### config.mk
export PLATFORM = sky130hd
export DESIGN_NAME = uart_rx_fifo_rts_watermark
export DESIGN_NICKNAME = d
export VERILOG_FILES = /design/src/hdl/urxf_pkg.sv /design/src/hdl/uart_rx_fifo_rts_watermark.sv /design/src/hdl/urxf_ctrl.sv /design/src/hdl/urxf_dp.sv
export SDC_FILE = /design/constraint.sdc
export NUM_CORES = 1
export LEC_CHECK = 0
export BUFFER_PORTS_ARGS = -buffer_cell sky130_fd_sc_hd__buf_2
export CORE_MARGIN = 5
export CORE_UTILIZATION = 36
export CTS_CLUSTER_DIAMETER = 150
export DETAILED_ROUTE_END_ITERATION = 8
export SLEW_MARGIN = 20
export SYNTH_ARGS = -nofsm -noshare
export SYNTH_HDL_FRONTEND = slang
export SYNTH_SLANG_ARGS = --single-unit
### constraint.sdc
create_clock -name clk_i -period 4.41 [get_ports clk_i]
set_clock_uncertainty 0.15 [all_clocks]
set_input_delay 0.6615 -clock clk_i [delete_from_list [all_inputs] [get_ports clk_i]]
set_output_delay 0.6615 -clock clk_i [all_outputs]
set_load 0.03 [all_outputs]
### src/hdl/urxf_pkg.sv
// ----------------------------------------------------------------------------
// urxf_pkg
// Shared types and constants of the receive fifo with rts watermark control.
// ----------------------------------------------------------------------------
package urxf_pkg;

  // default fifo depth in bytes
  localparam int unsigned DepthDefault = 64;

  // fixed field widths
  localparam int unsigned ByteW   = 8;
  localparam int unsigned LevelW  = 7;
  localparam int unsigned CfgIdxW = 2;

  // configuration register indexes
  localparam logic [CfgIdxW-1:0] CFG_RTS_OFF_LEVEL = 2'd0;
  localparam logic [CfgIdxW-1:0] CFG_RTS_ON_LEVEL  = 2'd1;

  // level reset values
  localparam logic [LevelW-1:0] RtsOffLevelRst = 7'd54;
  localparam logic [LevelW-1:0] RtsOnLevelRst  = 7'd44;

  // item opcodes
  localparam logic OP_RX_BYTE = 1'b0;
  localparam logic OP_READ    = 1'b1;

  // controller states, one-hot
  typedef enum logic [1:0] {
    ST_IDLE = 2'b01,
    ST_HOLD = 2'b10
  } urxf_state_e;

  // commands from the controller to the datapath
  typedef struct packed {
    logic push;
    logic pop;
  } urxf_cmd_t;

endpackage

### src/hdl/uart_rx_fifo_rts_watermark.sv
// ----------------------------------------------------------------------------
// uart_rx_fifo_rts_watermark
// Receive fifo of a serial port with rts watermark flow control.
// ----------------------------------------------------------------------------
// Usage:
// - input channel (in_valid_i/in_ready_o) carries one beat per item: opcode_i
//   selects a received byte (rx_byte_i is pushed) or a read of the oldest byte
// - result channel (res_valid_o/res_ready_i) returns one beat per item with
//   the popped byte, its valid flag, the fill count, rts and the drop flag
// - configuration channel (cfg_valid_i/cfg_ready_o) writes the rts off level
//   (index 0) or on level (index 1); it is always ready, other indexes ignored
// - the result is valid in the cycle after the input beat is taken; the
//   pointers, count, rts and the registered store read update as it is taken
// - throughput: one item per cycle while the result side keeps taking beats;
//   a single result register sits between the two sides
// - a stalled result side holds the result and stops input only while it
//   stalls with a result waiting
// - reset empties the fifo, asserts rts and loads levels 54 and 44; the byte
//   store itself is not cleared
// ----------------------------------------------------------------------------
module uart_rx_fifo_rts_watermark #(
  parameter int unsigned DEPTH = urxf_pkg::DepthDefault
) (
  input  logic                         clk_i,
  input  logic                         rst_ni,
  input  logic                         in_valid_i,
  output logic                         in_ready_o,
  input  logic                         opcode_i,
  input  logic [urxf_pkg::ByteW-1:0]   rx_byte_i,
  output logic                         res_valid_o,
  input  logic                         res_ready_i,
  output logic [urxf_pkg::ByteW-1:0]   out_byte_o,
  output logic                         out_valid_o,
  output logic [urxf_pkg::LevelW-1:0]  fill_count_o,
  output logic                         rts_asserted_o,
  output logic                         dropped_o,
  input  logic                         cfg_valid_i,
  output logic                         cfg_ready_o,
  input  logic [urxf_pkg::CfgIdxW-1:0] cfg_index_i,
  input  logic [urxf_pkg::LevelW-1:0]  cfg_data_i
);

  urxf_pkg::urxf_cmd_t cmd;

  // configuration writes are taken at once
  assign cfg_ready_o = 1'b1;

  // handshake controller
  urxf_ctrl u_ctrl (
    .clk_i       (clk_i),
    .rst_ni      (rst_ni),
    .in_valid_i  (in_valid_i),
    .in_ready_o  (in_ready_o),
    .opcode_i    (opcode_i),
    .res_valid_o (res_valid_o),
    .res_ready_i (res_ready_i),
    .cmd_o       (cmd)
  );

  // fifo datapath
  urxf_dp #(
    .DEPTH (DEPTH)
  ) u_dp (
    .clk_i          (clk_i),
    .rst_ni         (rst_ni),
    .cmd_i          (cmd),
    .rx_byte_i      (rx_byte_i),
    .cfg_valid_i    (cfg_valid_i),
    .cfg_index_i    (cfg_index_i),
    .cfg_data_i     (cfg_data_i),
    .out_byte_o     (out_byte_o),
    .out_valid_o    (out_valid_o),
    .fill_count_o   (fill_count_o),
    .rts_asserted_o (rts_asserted_o),
    .dropped_o      (dropped_o)
  );

endmodule

### src/hdl/urxf_ctrl.sv
// ----------------------------------------------------------------------------
// urxf_ctrl
// Handshake controller: takes an item beat, holds the result until taken.
// ----------------------------------------------------------------------------
module urxf_ctrl (
  input  logic                clk_i,
  input  logic                rst_ni,
  input  logic                in_valid_i,
  output logic                in_ready_o,
  input  logic                opcode_i,
  output logic                res_valid_o,
  input  logic                res_ready_i,
  output urxf_pkg::urxf_cmd_t cmd_o
);

  urxf_pkg::urxf_state_e state_q, state_d;
  logic                  load;

  // a new beat may enter when no result waits or the waiting one leaves now
  assign in_ready_o  = (state_q == urxf_pkg::ST_IDLE) || res_ready_i;
  assign res_valid_o = (state_q == urxf_pkg::ST_HOLD);
  assign load        = in_valid_i && in_ready_o;

  // decode commands for the datapath
  assign cmd_o.push = load && (opcode_i == urxf_pkg::OP_RX_BYTE);
  assign cmd_o.pop  = load && (opcode_i == urxf_pkg::OP_READ);

  // next state
  always_comb begin
    state_d = state_q;
    case (state_q)
      urxf_pkg::ST_IDLE: begin
        if (load) state_d = urxf_pkg::ST_HOLD;
      end
      urxf_pkg::ST_HOLD: begin
        if (load)             state_d = urxf_pkg::ST_HOLD;
        else if (res_ready_i) state_d = urxf_pkg::ST_IDLE;
      end
      default: state_d = urxf_pkg::ST_IDLE;
    endcase
  end

  // state register
  always_ff @(posedge clk_i or negedge rst_ni) begin
    if (!rst_ni) begin
      state_q <= urxf_pkg::ST_IDLE;
    end else begin
      state_q <= state_d;
    end
  end

endmodule

### src/hdl/urxf_dp.sv
// ----------------------------------------------------------------------------
// urxf_dp
// Datapath: byte store, pointers, fill count, rts watermark and result flags.
// ----------------------------------------------------------------------------
module urxf_dp #(
  parameter int unsigned DEPTH = urxf_pkg::DepthDefault
) (
  input  logic                               clk_i,
  input  logic                               rst_ni,
  input  urxf_pkg::urxf_cmd_t                cmd_i,
  input  logic [urxf_pkg::ByteW-1:0]         rx_byte_i,
  input  logic                               cfg_valid_i,
  input  logic [urxf_pkg::CfgIdxW-1:0]       cfg_index_i,
  input  logic [urxf_pkg::LevelW-1:0]        cfg_data_i,
  output logic [urxf_pkg::ByteW-1:0]         out_byte_o,
  output logic                               out_valid_o,
  output logic [urxf_pkg::LevelW-1:0]        fill_count_o,
  output logic                               rts_asserted_o,
  output logic                               dropped_o
);

  localparam int unsigned PtrW = (DEPTH > 1) ? $clog2(DEPTH) : 1;
  localparam int unsigned CntW = $clog2(DEPTH + 1);
  localparam int unsigned CmpW = (CntW > urxf_pkg::LevelW) ? CntW : urxf_pkg::LevelW;
  localparam logic [PtrW-1:0] PtrLast = PtrW'(DEPTH - 1);
  localparam logic [CntW-1:0] CntFull = CntW'(DEPTH);

  logic [urxf_pkg::ByteW-1:0]  mem [DEPTH];
  logic [urxf_pkg::ByteW-1:0]  rd_data_q;
  logic [PtrW-1:0]             rd_ptr_q, rd_ptr_d, wr_ptr_q, wr_ptr_d;
  logic [CntW-1:0]             cnt_q, cnt_d;
  logic                        rts_q, rts_d;
  logic [urxf_pkg::LevelW-1:0] off_level_q, on_level_q;
  logic                        ovalid_q, ovalid_d, drop_q, drop_d;
  logic                        not_full, not_empty, do_write, do_read;
  logic [CmpW-1:0]             cnt_ext, off_ext, on_ext;

  assign not_full  = (cnt_q != CntFull);
  assign not_empty = (cnt_q != '0);
  assign do_write  = cmd_i.push && not_full;
  assign do_read   = cmd_i.pop && not_empty;

  // watermark compare on the count before the push
  assign cnt_ext = CmpW'(cnt_q);
  assign off_ext = CmpW'(off_level_q);
  assign on_ext  = CmpW'(on_level_q);

  always_comb begin
    rts_d = rts_q;
    if (cmd_i.push) begin
      if (cnt_ext > off_ext) rts_d = 1'b0;
      if (cnt_ext < on_ext)  rts_d = 1'b1;
    end
  end

  // pointer and count update
  always_comb begin
    wr_ptr_d = wr_ptr_q;
    rd_ptr_d = rd_ptr_q;
    cnt_d    = cnt_q;
    if (do_write) begin
      wr_ptr_d = (wr_ptr_q == PtrLast) ? '0 : wr_ptr_q + 1'b1;
      cnt_d    = cnt_q + 1'b1;
    end
    if (do_read) begin
      rd_ptr_d = (rd_ptr_q == PtrLast) ? '0 : rd_ptr_q + 1'b1;
      cnt_d    = cnt_q - 1'b1;
    end
  end

  // result flags
  always_comb begin
    ovalid_d = ovalid_q;
    drop_d   = drop_q;
    if (cmd_i.push || cmd_i.pop) begin
      ovalid_d = do_read;
      drop_d   = cmd_i.push && !not_full;
    end
  end

  // byte store with registered read port
  always_ff @(posedge clk_i) begin
    if (do_write) mem[wr_ptr_q] <= rx_byte_i;
    if (do_read)  rd_data_q     <= mem[rd_ptr_q];
  end

  // control state and configuration levels
  always_ff @(posedge clk_i or negedge rst_ni) begin
    if (!rst_ni) begin
      rd_ptr_q    <= '0;
      wr_ptr_q    <= '0;
      cnt_q       <= '0;
      rts_q       <= 1'b1;
      ovalid_q    <= 1'b0;
      drop_q      <= 1'b0;
      off_level_q <= urxf_pkg::RtsOffLevelRst;
      on_level_q  <= urxf_pkg::RtsOnLevelRst;
    end else begin
      rd_ptr_q <= rd_ptr_d;
      wr_ptr_q <= wr_ptr_d;
      cnt_q    <= cnt_d;
      rts_q    <= rts_d;
      ovalid_q <= ovalid_d;
      drop_q   <= drop_d;
      if (cfg_valid_i && (cfg_index_i == urxf_pkg::CFG_RTS_OFF_LEVEL)) begin
        off_level_q <= cfg_data_i;
      end
      if (cfg_valid_i && (cfg_index_i == urxf_pkg::CFG_RTS_ON_LEVEL)) begin
        on_level_q <= cfg_data_i;
      end
    end
  end

  // result fields
  assign out_byte_o     = ovalid_q ? rd_data_q : '0;
  assign out_valid_o    = ovalid_q;
  assign fill_count_o   = urxf_pkg::LevelW'(cnt_q);
  assign rts_asserted_o = rts_q;
  assign dropped_o      = drop_q;

  // count never exceeds the depth
  a_cnt_bound: assert property (@(posedge clk_i) disable iff (!rst_ni)
    cnt_q <= CntFull)
    else $error("fill count above depth");

  // an empty fifo has matching pointers
  a_empty_ptrs: assert property (@(posedge clk_i) disable iff (!rst_ni)
    (cnt_q == '0) |-> (rd_ptr_q == wr_ptr_q))
    else $error("pointers differ on empty fifo");

  // a push is dropped exactly when the fifo was full
  a_drop_full: assert property (@(posedge clk_i) disable iff (!rst_ni)
    cmd_i.push |=> (drop_q == ($past(cnt_q) == CntFull)) && !ovalid_q)
    else $error("drop flag does not match full state");

  // a pop leaves rts unchanged and raises no drop flag
  a_pop_rts: assert property (@(posedge clk_i) disable iff (!rst_ni)
    cmd_i.pop |=> (rts_q == $past(rts_q)) && !drop_q)
    else $error("read changed rts or flagged a drop");

endmodule

==> summary.txt <==
Die W: 258.5 µm
Largest net degree at the start of global routing: 65
Setup WS pre-CTS: 754.0 ps
Crit path kind: flip-flop to flip-flop
Chip height: 258.5 µm
Fin area: 0.02516 mm²
FF+latch count, synth: 558
Share of cells above drive strength 1: 25.39%
NumNets Final: 1,230
Number of hold violations in the final report: 0
Fmax achieved: 278.1 MHz
Vias per cell: 5.381
Synth Area per Inst: 19.86 µm²
Area grow syn2layout: 13.18%
Number of global-route vias before repair: 11,149
Status: finished clean
Post-CTS Setup Inserts: 0
Die Area: 0.06681 mm²
Max-slew headroom: 34.96%
Critical path capture point type: flip-flop
Cell Area, Synth: 0.02223 mm²
Clk slew on worst S/H paths: 60 ps
Initial core utilization: 36.15%
Comb pwr share: 25.2%
Total grt overflow: 0
Dpl hpwl: 31.00 mm
Setup ws final: 814.2 ps
Final hold slack: 53.85 ps
Row count: 91
H-Tree Depth: 2
Area after DPL: 0.02338 mm²
RSZ-0062 raised after global routing: false
Syn_nets: 1,165
Post-synth ARST share: 6.810%
Vias: 10,865
Setup TNS: 0 ps
Skew-Pair Late Insertion Delay: 620 ps
Mapped Cells: 1,119
Yosys warnings: 0
DRT Pass-1 Iters: 5
CTS sink cnt: 558
Post-DRT Antenna Nets: 0
LEAKAGE: 8.008 nW
Req. time, crit path: 4490 ps
Pwr dens: 588.0 mW/mm²
Setup slack, reg-to-reg: 810 ps
Commonest non-fill, non-tap cell in the layout: edfxtp_1
Hold Path Class: input port to async pin
CTS tree: built
Hold buffers post-CTS: 0
Initial DRC count: 1,039
Clk network pwr share: 31.3%
CTS Buf Count: 54
Tcrit/Tclk final: 81.54%
Max Buffers Root-to-Sink: 3
Switching share of power: 30.12%
Post-CTS sizing: 0
Buffers on Ports: 42
Antenna violations before repair: 2
Wire per inst: 24.65 µm
Worst-margin pin slew: 975.6 ps
Seq/Total Area, Yosys: 74.58%
CP Launch Type: flip-flop
Number of synthesized flops with an enable pin: 520
CP max FO: 8
Final slew viol count: 0
Max rail drop VDD: 0.3701 mV
Max_cap viols: 0
First-pass GRT wire length: 74.89 mm
Number of diodes: 0
Crit path arrival time: 3670 ps
Core area: 0.06148 mm²
Placer Congestion: 0.8092
GRT Total Usage: 14.93%
Flop pwr share: 43.5%
# DRC: 0
Minimum clock period after layout: 3596 ps
# IOs: 44
CTS root buf: clkbuf_16
Commonest cells after routing, fill and taps aside: edfxtp_1 (520), mux4_2 (128), nor2_1 (73)
Setup violators final: 0
Final WL: 49.77 mm
Ys flop type: edfxtp_1
Net Sw Power: 4.457 mW
Synth cell types: 54
Internal power: 10.34 mW
==> Yosys cell counts (3+ instances only) <==
cell type | instances | area, µm²
edfxtp_1 | 520 | 15610
mux4_2 | 128 | 2883
nor2_1 | 73 | 274.0
o21ai_0 | 49 | 245.2
a221oi_1 | 30 | 262.8
mux2i_1 | 30 | 300.3
clkbuf_1 | 29 | 108.9
dfrtp_1 | 29 | 725.7
nand2_1 | 27 | 101.4
ha_1 | 22 | 275.3
inv_1 | 22 | 82.58
buf_2 | 14 | 70.07
a21oi_1 | 11 | 55.05
and2_1 | 11 | 68.82
nand3_1 | 11 | 55.05
mux2_2 | 10 | 112.6
dfstp_2 | 9 | 236.5
xnor2_1 | 8 | 70.07
and4_1 | 7 | 61.31
buf_1 | 7 | 26.28
buf_4 | 7 | 52.55
buf_6 | 7 | 78.83
nand3b_1 | 5 | 37.54
a21o_1 | 4 | 30.03
a22o_1 | 4 | 35.03
a22oi_1 | 4 | 30.03
nand2b_1 | 3 | 18.77
nor2b_1 | 3 | 18.77
o31ai_1 | 3 | 22.52
or2_2 | 3 | 18.77
==> layout make-up <==
type                            count  area, µm²
Clock inverter                     40      402.9
Inverter                           22      82.58
Clock buffer                       61       1378
Fill cell                        5385      36330
Multi-Input combinational cell    475       5234
Timing Repair Buffer               73      488.0
Sequential cell                   558      16580
Tap cell                          790      988.4
==> per-stage QoR <==
step                      power, mW  utilization [%]  std cells
after CTS                     14.91            40.92       2019
after global routing          15.42            40.92       2019
after global placement        10.25            38.02       1918
after floorplan               9.064                -       1119
after detailed placement      10.29            38.02       1918
final                         14.79            40.92       2019
==> metal layers <==
layer | part of all wire, % | GRT usage (%)
met5 | 0.026 | 0
met4 | 2.1 | 3.999
met3 | 6.9 | 2.942
met2 | 46 | 23.09
met1 | 45 | 21.92
==> kinds of logic after synthesis <==
kind of cell | share of synthesized area [%]
buf+inv | 1.886
mux | 14.83
simple gates | 3.254
flops | 74.58
fa+ha+maj | 1.328
other cells | 0.01687
compound gates | 3.715
xor+xnor | 0.3941
==> sequential cells by signal (all words and copies together) (netlist names) <==
signal	cells
u_dp.fill_count_o	7
u_dp.out_valid_o	1
u_dp.rts_asserted_o	1
u_dp.mem	512
u_dp.rd_data_q	8
u_dp.on_ext	7
u_ctrl.state_q	2
u_dp.rd_ptr_q	6
u_dp.wr_ptr_q	6
u_dp.off_ext	7
u_dp.dropped_o	1
==> power groups by stage <==
stage	Sequential [mW]	Clock (mW)	Combinational [mW]
floorplan	6.30	0	2.76
global placement	6.54	0	3.71
detailed placement	6.55	0	3.74
CTS	6.44	4.72	3.75
global route	6.48	4.95	4.00
finish	6.44	4.63	3.72
==> critical path, cell delays in order, from the launching register on <==
cell and delay, ps:
dfstp_2 540, ha_1 220, o21ai_2 140, a311oi_4 550, and2_1 290, nand3b_1 550, nor2_1 770
==> final timing paths <==
| kind | cells past startpoint | to | start |
|---|---|---|---|
| setup / recovery | 6 | u_dp.mem[21][0] | u_ctrl.state_q[0] |
| setup reg to reg | 6 | u_dp.mem[21][0] | u_ctrl.state_q[0] |
| max in group asynchronous | 1 | u_dp.rd_ptr_q[0] | rst_ni |
| hold reg to reg | 2 | u_dp.dropped_o | u_dp.dropped_o |
| hold / removal | 1 | u_dp.fill_count_o[4] | rst_ni |
| min in group clk_i | 3 | u_dp.off_ext[6] | cfg_data_i[6] |
No activity file was read; power rests on OpenSTA's default activity.
